<file path="src/fpfa_pkg.sv">
package fpfa_pkg;

   // Port field widths
   localparam int CMD_W      = 2;
   localparam int SLOT_W     = 4;
   localparam int AMT_W      = 16;
   localparam int POL_W      = 2;
   localparam int BIU_W      = 5;
   localparam int CSR_IDX_W  = 1;
   localparam int CSR_DATA_W = 5;

   // Command codes
   localparam logic [CMD_W-1:0] CMD_LOAD  = 2'd0;
   localparam logic [CMD_W-1:0] CMD_ALLOC = 2'd1;
   localparam logic [CMD_W-1:0] CMD_CLEAR = 2'd2;

   // Fit policy codes; the unused code behaves as first fit
   localparam logic [POL_W-1:0] POL_FIRST = 2'd0;
   localparam logic [POL_W-1:0] POL_BEST  = 2'd1;
   localparam logic [POL_W-1:0] POL_WORST = 2'd2;

   // Register indexes
   localparam logic [CSR_IDX_W-1:0] CSR_POLICY        = 1'd0;
   localparam logic [CSR_IDX_W-1:0] CSR_BLOCKS_IN_USE = 1'd1;

   // Register reset values
   localparam logic [POL_W-1:0] POLICY_RESET = POL_FIRST;
   localparam logic [BIU_W-1:0] BIU_RESET    = 5'd16;

   typedef enum logic {
      ST_IDLE,
      ST_SCAN
   } scan_state_type;

   // Busy mark update controls
   typedef struct packed {
      logic clear;
      logic set;
   } busy_ctl_type;

endpackage

</file>
<file path="src/fpfa_size_mem.sv">
module fpfa_size_mem #(
   parameter int DEPTH  = 16,
   parameter int WIDTH  = 16,
   parameter int ADDR_W = 4
) (
   input  logic              clock,
   input  logic              we,
   input  logic [ADDR_W-1:0] waddr,
   input  logic [WIDTH-1:0]  wdata,
   input  logic              re,
   input  logic [ADDR_W-1:0] raddr,
   output logic [WIDTH-1:0]  rdata
);

   logic [WIDTH-1:0] mem_ff [DEPTH];
   logic [WIDTH-1:0] rdata_ff;

   // write port
   always_ff @(posedge clock) begin
      if (we) begin
         mem_ff[waddr] <= wdata;
      end
   end

   // registered read port
   always_ff @(posedge clock) begin
      if (re) begin
         rdata_ff <= mem_ff[raddr];
      end
   end

   assign rdata = rdata_ff;

endmodule

</file>
<file path="src/fpfa_busy_marks.sv">
module fpfa_busy_marks #(
   parameter int NUM_BLOCKS = 16,
   parameter int IDX_W      = 4
) (
   input  logic                   clock,
   input  logic                   reset,
   input  fpfa_pkg::busy_ctl_type ctl,
   input  logic [IDX_W-1:0]       set_idx,
   input  logic [IDX_W-1:0]       rd_idx,
   output logic                   rd_busy
);
   import fpfa_pkg::*;

   logic [NUM_BLOCKS-1:0] busy_ff;
   logic [NUM_BLOCKS-1:0] busy_in;

   // clear-all wins over a set; both never come in the same cycle
   always_comb begin
      busy_in = busy_ff;
      if (ctl.clear) begin
         busy_in = '0;
      end else if (ctl.set) begin
         busy_in[set_idx] = 1'b1;
      end
   end

   always_ff @(posedge clock) begin
      if (reset) begin
         busy_ff <= '0;
      end else begin
         busy_ff <= busy_in;
      end
   end

   assign rd_busy = busy_ff[rd_idx];

endmodule

</file>
<file path="src/fpfa_scan.sv">
module fpfa_scan #(
   parameter int NUM_BLOCKS = 16,
   parameter int SIZE_BITS  = 16,
   parameter int IDX_W      = 4,
   parameter int CNT_W      = 5
) (
   input  logic                         clock,
   input  logic                         reset,
   input  logic                         start,
   output logic                         busy,
   input  logic [fpfa_pkg::CMD_W-1:0]   req_command,
   input  logic [fpfa_pkg::SLOT_W-1:0]  req_slot,
   input  logic [fpfa_pkg::AMT_W-1:0]   req_amount,
   input  logic [fpfa_pkg::POL_W-1:0]   policy,
   input  logic [CNT_W-1:0]             limit,
   output logic                         mem_we,
   output logic [IDX_W-1:0]             mem_waddr,
   output logic [SIZE_BITS-1:0]         mem_wdata,
   output logic                         mem_re,
   output logic [IDX_W-1:0]             mem_raddr,
   input  logic [SIZE_BITS-1:0]         mem_rdata,
   output fpfa_pkg::busy_ctl_type       busy_ctl,
   output logic [IDX_W-1:0]             busy_set_idx,
   output logic [IDX_W-1:0]             busy_rd_idx,
   input  logic                         busy_rd,
   output logic                         rsp_strobe,
   output logic                         rsp_granted,
   output logic [fpfa_pkg::SLOT_W-1:0]  rsp_chosen_block,
   output logic [fpfa_pkg::AMT_W-1:0]   rsp_chosen_size
);
   import fpfa_pkg::*;

   localparam int SLOT_CMP_W = (SLOT_W > CNT_W) ? SLOT_W + 1 : CNT_W + 1;

   scan_state_type state_ff, state_in;

   logic                 accept;
   logic                 slot_ok;
   logic                 alloc_go;
   logic                 alloc_none;
   logic                 last;
   logic                 fit;
   logic                 take;
   logic                 pick_vld_nx;
   logic [IDX_W-1:0]     pick_idx_nx;
   logic [SIZE_BITS-1:0] pick_size_nx;

   logic [SIZE_BITS-1:0] req_ff;
   logic [CNT_W-1:0]     lim_ff;
   logic [CNT_W-1:0]     iss_ff;
   logic                 eval_vld_ff;
   logic [IDX_W-1:0]     eval_idx_ff;
   logic                 pick_vld_ff;
   logic [IDX_W-1:0]     pick_idx_ff;
   logic [SIZE_BITS-1:0] pick_size_ff;
   logic                 rsp_strobe_ff;
   logic                 rsp_granted_ff;
   logic [SLOT_W-1:0]    rsp_block_ff;
   logic [AMT_W-1:0]     rsp_size_ff;

   // command decode
   assign accept     = start && (state_ff == ST_IDLE);
   assign slot_ok    = SLOT_CMP_W'(req_slot) < SLOT_CMP_W'(NUM_BLOCKS);
   assign alloc_go   = accept && (req_command == CMD_ALLOC) && (limit != '0);
   assign alloc_none = accept && (req_command == CMD_ALLOC) && (limit == '0);

   // evaluate the entry whose size just came out of the memory
   assign last = (state_ff == ST_SCAN) && eval_vld_ff &&
                 ((CNT_W'(eval_idx_ff) + CNT_W'(1)) == lim_ff);
   assign fit  = eval_vld_ff && !busy_rd && (mem_rdata >= req_ff);
   assign take = fit && (!pick_vld_ff ||
                         ((policy == POL_BEST)  && (mem_rdata < pick_size_ff)) ||
                         ((policy == POL_WORST) && (mem_rdata > pick_size_ff)));

   assign pick_vld_nx  = pick_vld_ff || take;
   assign pick_idx_nx  = take ? eval_idx_ff : pick_idx_ff;
   assign pick_size_nx = take ? mem_rdata : pick_size_ff;

   // next state
   always_comb begin
      state_in = state_ff;
      unique case (state_ff)
         ST_IDLE: begin
            if (alloc_go) begin
               state_in = ST_SCAN;
            end
         end
         ST_SCAN: begin
            if (last) begin
               state_in = ST_IDLE;
            end
         end
         default: state_in = ST_IDLE;
      endcase
   end

   // outputs toward memory and busy marks
   always_comb begin
      busy           = 1'b0;
      mem_we         = 1'b0;
      mem_re         = 1'b0;
      busy_ctl.clear = 1'b0;
      busy_ctl.set   = 1'b0;
      unique case (state_ff)
         ST_IDLE: begin
            mem_we         = accept && (req_command == CMD_LOAD) && slot_ok;
            busy_ctl.clear = accept && (req_command == CMD_CLEAR);
         end
         ST_SCAN: begin
            busy         = 1'b1;
            mem_re       = iss_ff < lim_ff;
            busy_ctl.set = last && pick_vld_nx;
         end
         default: ;
      endcase
   end

   assign mem_waddr    = IDX_W'(req_slot);
   assign mem_wdata    = SIZE_BITS'(req_amount);
   assign mem_raddr    = iss_ff[IDX_W-1:0];
   assign busy_rd_idx  = eval_idx_ff;
   assign busy_set_idx = pick_idx_nx;

   // control registers
   always_ff @(posedge clock) begin
      if (reset) begin
         state_ff      <= ST_IDLE;
         eval_vld_ff   <= 1'b0;
         pick_vld_ff   <= 1'b0;
         rsp_strobe_ff <= 1'b0;
      end else begin
         state_ff      <= state_in;
         eval_vld_ff   <= mem_re;
         pick_vld_ff   <= alloc_go ? 1'b0 : pick_vld_nx;
         rsp_strobe_ff <= last || alloc_none;
      end
   end

   // scan datapath
   always_ff @(posedge clock) begin
      if (alloc_go) begin
         req_ff <= SIZE_BITS'(req_amount);
         lim_ff <= limit;
         iss_ff <= '0;
      end else if (mem_re) begin
         iss_ff <= iss_ff + CNT_W'(1);
      end
      eval_idx_ff  <= iss_ff[IDX_W-1:0];
      pick_idx_ff  <= pick_idx_nx;
      pick_size_ff <= pick_size_nx;
   end

   // result beat
   always_ff @(posedge clock) begin
      if (last) begin
         rsp_granted_ff <= pick_vld_nx;
         rsp_block_ff   <= pick_vld_nx ? SLOT_W'(pick_idx_nx) : '0;
         rsp_size_ff    <= pick_vld_nx ? AMT_W'(pick_size_nx) : '0;
      end else if (alloc_none) begin
         rsp_granted_ff <= 1'b0;
         rsp_block_ff   <= '0;
         rsp_size_ff    <= '0;
      end
   end

   assign rsp_strobe       = rsp_strobe_ff;
   assign rsp_granted      = rsp_granted_ff;
   assign rsp_chosen_block = rsp_block_ff;
   assign rsp_chosen_size  = rsp_size_ff;

`ifndef SYNTHESIS
   // a result beat only follows the end of a scan or an empty search
   a_rsp_source: assert property (@(posedge clock) disable iff (reset)
      rsp_strobe_ff |-> ($past(last) || $past(alloc_none)))
      else $error("result beat without a finished scan");

   // the read pointer never runs past the search limit
   a_iss_bound: assert property (@(posedge clock) disable iff (reset)
      (state_ff == ST_SCAN) |-> (iss_ff <= lim_ff))
      else $error("scan read pointer beyond limit");

   // evaluated entries stay inside the search range
   a_eval_bound: assert property (@(posedge clock) disable iff (reset)
      eval_vld_ff |-> (CNT_W'(eval_idx_ff) < lim_ff))
      else $error("evaluated entry outside search range");

   // a refused request reports zero index and size
   a_refuse_zero: assert property (@(posedge clock) disable iff (reset)
      (rsp_strobe_ff && !rsp_granted_ff) |-> ((rsp_block_ff == '0) && (rsp_size_ff == '0)))
      else $error("refused request with nonzero payload");

   // a scan ends with exactly one result beat next cycle
   a_scan_result: assert property (@(posedge clock) disable iff (reset)
      last |=> (rsp_strobe_ff && (state_ff == ST_IDLE)))
      else $error("scan end without result beat");
`endif

endmodule

</file>
<file path="src/fixed_partition_fit_allocator.sv">
// Fixed partition fit allocator.
// Command channel: start with req_command, req_slot and req_amount; a beat is
// taken at a clock edge with start high and busy low. Load writes the size of
// partition req_slot, clear frees every partition, allocate searches the first
// blocks_in_use partitions for a free one of at least req_amount.
// Result channel: one beat per allocate, rsp_strobe high for one cycle with
// rsp_granted, rsp_chosen_block and rsp_chosen_size. The receiver has no
// backpressure; the beat must be taken in that cycle.
// Register port: csr_we, csr_index, csr_wdata; index 0 selects the policy
// (first, best, worst fit), index 1 the number of partitions searched.
// Timing: load and clear give no result. An allocate over N searched
// partitions reads the size memory once per partition, one read per cycle on
// its single read port, and its result is registered after the last entry is
// evaluated; busy drops in the cycle the result appears, so the next command
// can follow. An empty search answers in the cycle after the command.
// Reset: policy goes to first fit, the search count to 16 and every partition
// is free. Partition sizes are undefined until loaded.
module fixed_partition_fit_allocator #(
   parameter int NUM_BLOCKS = 16,
   parameter int SIZE_BITS  = 16
) (
   input  logic                            clock,
   input  logic                            reset,
   input  logic                            start,
   output logic                            busy,
   input  logic [fpfa_pkg::CMD_W-1:0]      req_command,
   input  logic [fpfa_pkg::SLOT_W-1:0]     req_slot,
   input  logic [fpfa_pkg::AMT_W-1:0]      req_amount,
   output logic                            rsp_strobe,
   output logic                            rsp_granted,
   output logic [fpfa_pkg::SLOT_W-1:0]     rsp_chosen_block,
   output logic [fpfa_pkg::AMT_W-1:0]      rsp_chosen_size,
   input  logic                            csr_we,
   input  logic [fpfa_pkg::CSR_IDX_W-1:0]  csr_index,
   input  logic [fpfa_pkg::CSR_DATA_W-1:0] csr_wdata
);
   import fpfa_pkg::*;

   localparam int IDX_W = (NUM_BLOCKS > 1) ? $clog2(NUM_BLOCKS) : 1;
   localparam int CNT_W = $clog2(NUM_BLOCKS + 1);
   localparam int CMP_W = (CNT_W > BIU_W) ? CNT_W : BIU_W;

   logic [POL_W-1:0]     policy_ff;
   logic [BIU_W-1:0]     biu_ff;
   logic [CNT_W-1:0]     limit;

   logic                 mem_we;
   logic [IDX_W-1:0]     mem_waddr;
   logic [SIZE_BITS-1:0] mem_wdata;
   logic                 mem_re;
   logic [IDX_W-1:0]     mem_raddr;
   logic [SIZE_BITS-1:0] mem_rdata;

   busy_ctl_type         busy_ctl;
   logic [IDX_W-1:0]     busy_set_idx;
   logic [IDX_W-1:0]     busy_rd_idx;
   logic                 busy_rd;

   // register writes
   always_ff @(posedge clock) begin
      if (reset) begin
         policy_ff <= POLICY_RESET;
         biu_ff    <= BIU_RESET;
      end else if (csr_we) begin
         unique case (csr_index)
            CSR_POLICY:        policy_ff <= POL_W'(csr_wdata);
            CSR_BLOCKS_IN_USE: biu_ff    <= csr_wdata;
            default: ;
         endcase
      end
   end

   // search count saturates at the table depth
   assign limit = (CMP_W'(biu_ff) > CMP_W'(NUM_BLOCKS)) ? CNT_W'(NUM_BLOCKS)
                                                        : CNT_W'(biu_ff);

   fpfa_size_mem #(
      .DEPTH  (NUM_BLOCKS),
      .WIDTH  (SIZE_BITS),
      .ADDR_W (IDX_W)
   ) u_size_mem (
      .clock (clock),
      .we    (mem_we),
      .waddr (mem_waddr),
      .wdata (mem_wdata),
      .re    (mem_re),
      .raddr (mem_raddr),
      .rdata (mem_rdata)
   );

   fpfa_busy_marks #(
      .NUM_BLOCKS (NUM_BLOCKS),
      .IDX_W      (IDX_W)
   ) u_busy_marks (
      .clock   (clock),
      .reset   (reset),
      .ctl     (busy_ctl),
      .set_idx (busy_set_idx),
      .rd_idx  (busy_rd_idx),
      .rd_busy (busy_rd)
   );

   fpfa_scan #(
      .NUM_BLOCKS (NUM_BLOCKS),
      .SIZE_BITS  (SIZE_BITS),
      .IDX_W      (IDX_W),
      .CNT_W      (CNT_W)
   ) u_scan (
      .clock            (clock),
      .reset            (reset),
      .start            (start),
      .busy             (busy),
      .req_command      (req_command),
      .req_slot         (req_slot),
      .req_amount       (req_amount),
      .policy           (policy_ff),
      .limit            (limit),
      .mem_we           (mem_we),
      .mem_waddr        (mem_waddr),
      .mem_wdata        (mem_wdata),
      .mem_re           (mem_re),
      .mem_raddr        (mem_raddr),
      .mem_rdata        (mem_rdata),
      .busy_ctl         (busy_ctl),
      .busy_set_idx     (busy_set_idx),
      .busy_rd_idx      (busy_rd_idx),
      .busy_rd          (busy_rd),
      .rsp_strobe       (rsp_strobe),
      .rsp_granted      (rsp_granted),
      .rsp_chosen_block (rsp_chosen_block),
      .rsp_chosen_size  (rsp_chosen_size)
   );

endmodule

</file>
<file path="config.mk">
export PLATFORM = sky130hd
export DESIGN_NAME = fixed_partition_fit_allocator
export DESIGN_NICKNAME = d
export VERILOG_FILES = /design/src/fpfa_pkg.sv /design/src/fpfa_size_mem.sv /design/src/fpfa_busy_marks.sv /design/src/fpfa_scan.sv /design/src/fixed_partition_fit_allocator.sv
export SDC_FILE = /design/constraint.sdc
export NUM_CORES = 1
export LEC_CHECK = 0
export ABC_AREA = 1
export BUFFER_PORTS_ARGS = -buffer_cell sky130_fd_sc_hd__clkbuf_2
export CAP_MARGIN = 20
export CORE_AREA = 2 2 151 212
export DETAILED_ROUTE_END_ITERATION = 16
export DIE_AREA = 0 0 153 214
export PLACE_DENSITY = 0.71
export SYNTH_ARGS = -nofsm -noshare
export SYNTH_HDL_FRONTEND = slang
export SYNTH_HIERARCHICAL = 1
export SYNTH_SLANG_ARGS = --single-unit
</file>
<file path="constraint.sdc">
create_clock -name clock -period 5.4 [get_ports clock]
set_input_delay 0.81 -clock clock [delete_from_list [all_inputs] [get_ports clock]]
set_output_delay 0.81 -clock clock [all_outputs]
set_load 0.02 [all_outputs]
</file>
After elaboration in Yosys (flattened, before gate mapping)
Memories as Yosys holds them, arrays and structs flattened. A register that Yosys moved wholly into a read port is not among the register bits.
Index checks and enable logic that the tools add are counted.
{"block": "totals", "reg_bits": 98, "memories": 1, "out_inout_bits": 23, "ram_bits": 256, "inputBits": 32, "wordCells": 89}
{"memory": "u_size_mem.mem_ff", "words": 16, "width": 16, "read_ports": 1, "rd_clocked_by_memory_dff": 1, "write_ports": 1, "line": "fpfa_size_mem.sv:15", "rtl": "logic [WIDTH-1:0] mem_ff [DEPTH];"}
{"block": "classes", "mux": 25, "n_bitwise": 3, "n_eq_ne": 5, "n_reduce_logical": 29, "add_sub_neg": 2, "magnitude_cmp": 8}
{"op": "2-to-1 mux 16 bit", "n": 4}
{"op": ">= comparator 16 bit", "n": 1}
{"op": "greater-than comparator 16 bit", "n": 1}
{"op": "< comparator 16 bit", "n": 1}
{"op": "2-to-1 mux 4 bit", "n": 4}
{"op": "OR 16 bit", "n": 1}
{"op": "logical AND 1 bit", "n": 15}
{"op": "2-to-1 mux 1 bit", "n": 13}
{"op": "< comparator 4 x 5 -> 1 bit, second input constant", "n": 2}
{"op": "adder 4 x 1 -> 5 bit, second input constant", "n": 1}
{"op": "adder 5 x 1 -> 5 bit, second input constant", "n": 1}
{"op": "equality test 5 bit", "n": 1}
{"op": "greater-than comparator 5 bit, second input constant", "n": 1}
{"op": "logical NOT 5 bit", "n": 1}
{"op": "< comparator 5 bit", "n": 1}
{"op": "2-to-1 mux 5 bit", "n": 1}
{"op": "nonzero test 5 bit", "n": 1}
{"op": "binary-select mux 1 bit (select 4 bit)", "n": 1}
{"op": "demux 1 bit (select 4 bit)", "n": 1}
{"op": "equality test 2 x 1 -> 1 bit, second input constant", "n": 2}
{"op": "equality test 2 bit, second input constant", "n": 2}
{"op": ">= comparator 4 x 1 -> 1 bit, second input constant", "n": 1}
{"op": "logical OR 1 bit", "n": 4}
{"op": "AND reduction 2 bit", "n": 2}
{"op": "other kinds (6)", "n": 9}

Longest topological paths before layout
{"block": "depth", "ltp_word": 12, "mapped_depth": 23, "ltp_nobuf": 22}

Hierarchy
Netlist, hierarchy kept.
{"mod": "fpfa_size_mem", "area_each_um2": 11541.1, "cells_each": 1074, "instances": 1, "seq_area_each_um2": 8167.8}
{"mod": "fpfa_scan", "area_each_um2": 4042.6, "cells_each": 457, "instances": 1, "seq_area_each_um2": 1921.8}
{"mod": "fpfa_busy_marks", "area_each_um2": 834.6, "cells_each": 118, "instances": 1, "seq_area_each_um2": 320.3}
{"mod": "fixed_partition_fit_allocator", "area_each_um2": 314.1, "cells_each": 48, "instances": 1, "seq_area_each_um2": 140.1}

Worst setup path after synthesis
OpenSTA, ideal clock, no wires.
{"block": "synth_path", "path_type": "input to register", "startpoint": "input port start", "endpoint": "memory u_size_mem.mem_ff[12][0], enable pin", "n_path_buf": 0, "slack_ps": 2958, "t_arrival_ps": 2053, "required_time_ps": 5012, "setup_time_ps": 388, "stages": 4, "path_cell_list": "nand2_1 > nor3_1 > nand3_1 > nor2_1"}
{"block": "synth_via", "elab_chain_len": 5}
{"element": "start, declared", "line": "fixed_partition_fit_allocator.sv:24", "rtl": "input logic start,"}
{"element": "logical AND 1 bit", "line": "fpfa_scan.sv:62", "rtl": "assign accept = start && (state_ff == ST_IDLE);"}
{"element": "logical AND 1 bit", "line": "fpfa_scan.sv:106", "rtl": "mem_we = accept && (req_command == CMD_LOAD) && slot_ok;"}
{"element": "2-to-1 mux 1 bit", "line": "fpfa_scan.sv:104", "rtl": "unique case (state_ff)"}
{"element": "via mem_we", "line": "fixed_partition_fit_allocator.sv:47", "rtl": "logic mem_we;"}
{"element": "2-to-1 mux 1 bit", "line": "fpfa_size_mem.sv:20", "rtl": "if (we) begin"}
{"element": "2-to-1 mux 1 bit (not written as such)", "line": "fpfa_size_mem.sv:21", "rtl": "mem_ff[waddr] <= wdata;"}
{"element": "end, declared", "line": "fpfa_size_mem.sv:15"}
The timed path passes the listed nets, and every way through them passes these cells.

Final worst setup path
{"block": "layout_path", "startpoint": "register u_size_mem.rdata_ff[9] (netlist: u_size_mem/rdata[9]) (read register of u_size_mem.mem_ff)", "endpoint": "register u_busy_marks.busy_ff[10]"}
{"block": "layout_via", "elab_chain_len": 11, "word_cells_on_any_way": 19, "classes_between": "order compare: 5; mux: 4; bitwise: 1; reduce/logical: 9"}
{"element": "start, declared", "line": "fpfa_size_mem.sv:16", "rtl": "logic [WIDTH-1:0] rdata_ff;"}
{"element": "< comparator 16 bit", "line": "fpfa_scan.sv:72", "rtl": "((policy == POL_BEST) && (mem_rdata < pick_size_ff)) ||"}
{"element": "logical AND 1 bit", "line": "fpfa_scan.sv:72"}
{"element": "logical OR 1 bit", "line": "fpfa_scan.sv:71", "rtl": "assign take = fit && (!pick_vld_ff ||"}
{"element": "logical OR 1 bit", "line": "fpfa_scan.sv:72"}
{"element": "logical AND 1 bit (*)", "line": "fpfa_scan.sv:71"}
{"element": "2-to-1 mux 4 bit (*)", "line": "fpfa_scan.sv:76", "rtl": "assign pick_idx_nx = take ? eval_idx_ff : pick_idx_ff;"}
{"element": "via busy_set_idx[0]", "line": "fixed_partition_fit_allocator.sv:55", "rtl": "logic [IDX_W-1:0] busy_set_idx;"}
{"element": "< comparator 4 x 5 -> 1 bit (not written as such) / >= comparator 4 x 1 -> 1 bit (equally long branches)", "line": "fpfa_busy_marks.sv:23", "rtl": "busy_in[set_idx] = 1'b1;"}
{"element": "logical AND 1 bit (not written as such)", "line": "fpfa_busy_marks.sv:23"}
{"element": "2-to-1 mux 1 bit (not written as such)", "line": "fpfa_busy_marks.sv:23"}
{"element": "demux 1 bit (select 4 bit) (*)"}
{"element": "OR 16 bit (no source line) (*)"}
{"element": "end signal, assigned", "line": "fpfa_busy_marks.sv:31", "rtl": "busy_ff <= busy_in;"}
{"element": "end, declared", "line": "fpfa_busy_marks.sv:14", "rtl": "logic [NUM_BLOCKS-1:0] busy_ff;"}
Mark *: on every way through the listed nets, which the timed path passes. The rest lies on a longest branch.
A chain may end at the register's enable or synchronous reset.

==> impl_metrics.yaml <==
outcome:
  outcome: "finished, final reports clean"
worst_setup_path:
  worstPathRequired_ns: 5.86
  cp.arrival_ns: 3.77
  critical_path.n_buffers_inverters: 2
  critPathMaxFanout: 21
  cp_cell_sequence: "ha_1 -> nand2_1 -> nand2_1 -> nand3_1 -> nand2_1 -> a21oi_1 -> nand2_1 -> nand2_1 -> nand3_2 -> nand2_2 -> nand2_1 -> nand2_1 -> inv_1 -> inv_1 -> nand2_1 -> nor2_1 -> nand2_1 -> a21oi_2"
  max_stage_delay_ns: 0.47
  end_kind: "flip-flop"
  cp-start-kind: "flip-flop"
  crit_top_cell: "sky130_fd_sc_hd__nand2_1"
  critical_path_class: "reg -> reg"
  crit_family: "simple AND/OR/NAND/NOR gates"
  critPathSlowestCell: "sky130_fd_sc_hd__nand2_2"
route:
  dr.pass1.iters: 6
  remaining_antenna_violation_count: 0
  drt-total-wl_mm: 35.4
  first_iter_violations: 880
  routed-via-count: 11213
  route.detailed.drc: 0
  wl_per_cell_um: 16.6
  vias_per_cell: 5.25
synthesis:
  number_of_synthesized_flops_with_an_enable_pin: 314
  synth_area_per_cell_um2: 9.86
  synth_ff_type: "sky130_fd_sc_hd__edfxtp_1"
  yosys-top-cells-area: "sky130_fd_sc_hd__edfxtp_1 56%, sky130_fd_sc_hd__nand2_1 10%, sky130_fd_sc_hd__inv_1 7.2%, sky130_fd_sc_hd__nand3_1 7.2%, sky130_fd_sc_hd__dfxtp_1 6.7%"
  post_synth_inst_count: 1697
  yosys.cell_count.top_type: "sky130_fd_sc_hd__nand2_1"
  seq_area_frac_synth: 0.631
  synth.yosys.warnings: 6
  synth_nets: 1767
  synth_top_area_frac: 0.564
  synth_top_cells_by_count: "465 x sky130_fd_sc_hd__nand2_1, 323 x sky130_fd_sc_hd__inv_1, 314 x sky130_fd_sc_hd__edfxtp_1"
  number_of_distinct_standard_cells_referenced_by_the_synthesized_netlist: 37
  syn-cell-area_um2: 16700
  yosys.area.top_type: "sky130_fd_sc_hd__edfxtp_1"
  async_reset_ff_frac: 0
  synth_seq_cells: 370
timing:
  worst_slew_margin_rel: 0.301
  timing.final.max_slew_violations: 0
  finalHoldViolCount: 0
  timing.setup.tns_ns: 0
  grt_setup_unrepaired: "no"
  fmaxAchievable_mhz: 302
  timing.clock.skew_ns: 0.0156
  min_period_ns: 3.31
  max_slew.worst_pin.slew_ns: 1.05
  timing.final.crit_share: 0.612
  report.final.setup_viol: 0
  timing.final.ws_setup_ns: 2.09
clocking:
  clkTransAtPathRegs_ns: 0.06
  hold_buffers: 0
  cts_inserted_buffers: 36
  cts-resized-gates: 0
  clockRootBuffer: "sky130_fd_sc_hd__clkbuf_16"
  tritoncts: "built"
  worst_skew_pair.late_latency_ns: 0.54
  post_cts.repair.setup_buffers: 0
  clock-sinks: 370
  buffer_depth_of_the_longest_clock_path: 3
  htreeDepth: 2
die:
  coreArea_um2: 30700
  floorplan.die.width_um: 153
  initial_core_util: 0.545
  num_io_pins: 55
  die_height_um: 214
  die_area_um2: 32700
  placementRows: 76
global_routing:
  grt_pass1_vias: 10818
  grt_start_max_net_pins: 80
  globalRoute.totalOverflow: 0
  grt_first_pass_wirelength_mm: 56.3
  global_route.usage.total: 0.216
  grt_antenna_before_repair: 0
hold_path:
  timing.hold.worst.class: "reg -> reg"
cells_and_area:
  final_layout_size_suffix_gt1_frac: 0.101
  growth_of_design_area_from_synthesis_to_finish_pct: 8.95
  finalCoreUtilization: 0.594
  finish.net_count: 1789
  post-route-cell-area_um2: 18200
place:
  dpl.hpwl_mm: 23.0
  gp_congestion: 0.828
  port-buffer-count: 54
  post_dp_cell_area_um2: 17000
  place_ws_ns: 2.05
pwr:
  p_leak_nw: 7.99
  max-vdd-ir-drop_v: 0.000348
  power_per_cell_area_nw_per_um2: 411
  report.power.total_mw: 7.49
run:
  cap_violations: 0
-- stage by stage --
| stage | hold slack [ns] | std cells |
|---|---|---|
| 2_1_floorplan | 0.380 | 1697 |
| 3_3_place_gp | 0.447 | 2069 |
| 3_5_place_dp | 0.456 | 2070 |
| 4_1_cts | 0.468 | 2134 |
| 5_1_grt | 0.487 | 2135 |
| 6_report | 0.463 | 2136 |
-- worst register-to-register path, stage by stage (launching register included) --
cell,delay [ns]
sky130_fd_sc_hd__edfxtp_1,0.44
sky130_fd_sc_hd__ha_1,0.33
sky130_fd_sc_hd__nand2_1,0.07
sky130_fd_sc_hd__nand2_1,0.05
sky130_fd_sc_hd__nand3_1,0.06
sky130_fd_sc_hd__nand2_1,0.06
sky130_fd_sc_hd__a21oi_1,0.24
sky130_fd_sc_hd__nand2_1,0.09
sky130_fd_sc_hd__nand2_1,0.09
sky130_fd_sc_hd__nand3_2,0.35
sky130_fd_sc_hd__nand2_2,0.48
sky130_fd_sc_hd__nand2_1,0.11
sky130_fd_sc_hd__nand2_1,0.11
sky130_fd_sc_hd__inv_1,0.10
sky130_fd_sc_hd__inv_1,0.15
sky130_fd_sc_hd__nand2_1,0.07
sky130_fd_sc_hd__nor2_1,0.21
sky130_fd_sc_hd__nand2_1,0.10
sky130_fd_sc_hd__a21oi_2,0.12
-- layout by cell type (no fill, tap or decap), types with 26 or more instances in the layout --
master / synthesis / final
sky130_fd_sc_hd__clkbuf_2: 0 / 54
sky130_fd_sc_hd__ha_1: 38 / 38
sky130_fd_sc_hd__dfxtp_1: 56 / 54
sky130_fd_sc_hd__nor2_1: 63 / 57
sky130_fd_sc_hd__edfxtp_1: 314 / 314
sky130_fd_sc_hd__nand3_1: 241 / 241
sky130_fd_sc_hd__inv_1: 323 / 323
sky130_fd_sc_hd__nand2_1: 465 / 465
sky130_fd_sc_hd__clkbuf_16: 0 / 37
sky130_fd_sc_hd__nor2_2: 20 / 26
sky130_fd_sc_hd__a21oi_1: 30 / 30
-- metal layers --
metal / track usage / routed length, um / up-vias
met5: 0 / 0 / -
met4: 0.0738 / 938 / 0
met3: 0.0340 / 1900 / 59
met2: 0.388 / 18300 / 321
met1: 0.266 / 14200 / 5387
li1: - / - / 5446
-- state kept, by name (all words and copies together), names as in the netlist, 5 cells and up --
register and cells:
biu_ff 5, u_busy_marks/busy_ff 16, u_scan/iss_ff 5, u_scan/lim_ff 5, u_scan/pick_size_ff 16, u_scan/req_ff 16, u_scan/rsp_chosen_size 16, u_size_mem/mem_ff 256
u_size_mem/rdata 16
-- final timing paths --
kind | start | end | slack (ns) | cells after the start
worst max-delay path | u_size_mem/rdata[9] | u_busy_marks/busy_ff[10] | 2.09 | 18
worst min register to register | u_busy_marks/busy_ff[5] | u_busy_marks/busy_ff[5] | 0.46 | 2
worst min-delay path | u_busy_marks/busy_ff[5] | u_busy_marks/busy_ff[5] | 0.46 | 2
worst max register to register | u_size_mem/rdata[9] | u_busy_marks/busy_ff[10] | 2.09 | 18
-- power by group --
group / switching, mW / leakage, nW / internal, mW / total [mW]
Sequential: 0.132 / 3.27 / 3.24 / 3.37
Combinational: 1.13 / 4.14 / 0.491 / 1.63
Clock: 1.04 / 0.573 / 1.45 / 2.49
Total: 2.31 / 7.99 / 5.18 / 7.49
-- cell families after synthesis --
family | share of synthesized area
fa+ha+maj | 0.0284
xor+xnor | 0.00314
compound gates | 0.0206
flops | 0.631
buf+inv | 0.110
simple gates | 0.208
-- cell type report --
class | instances | area (um2)
flip-flops and latches | 370 | 10600
well taps | 390 | 488
inverters | 329 | 1240
fillers | 2529 | 12500
clock buffers | 48 | 997
diodes | 1 | 2.50
clock inverters | 16 | 166
repair buffers | 71 | 418
multi-input cells | 911 | 4360
Note: power is estimated with default switching activity, not from simulation.
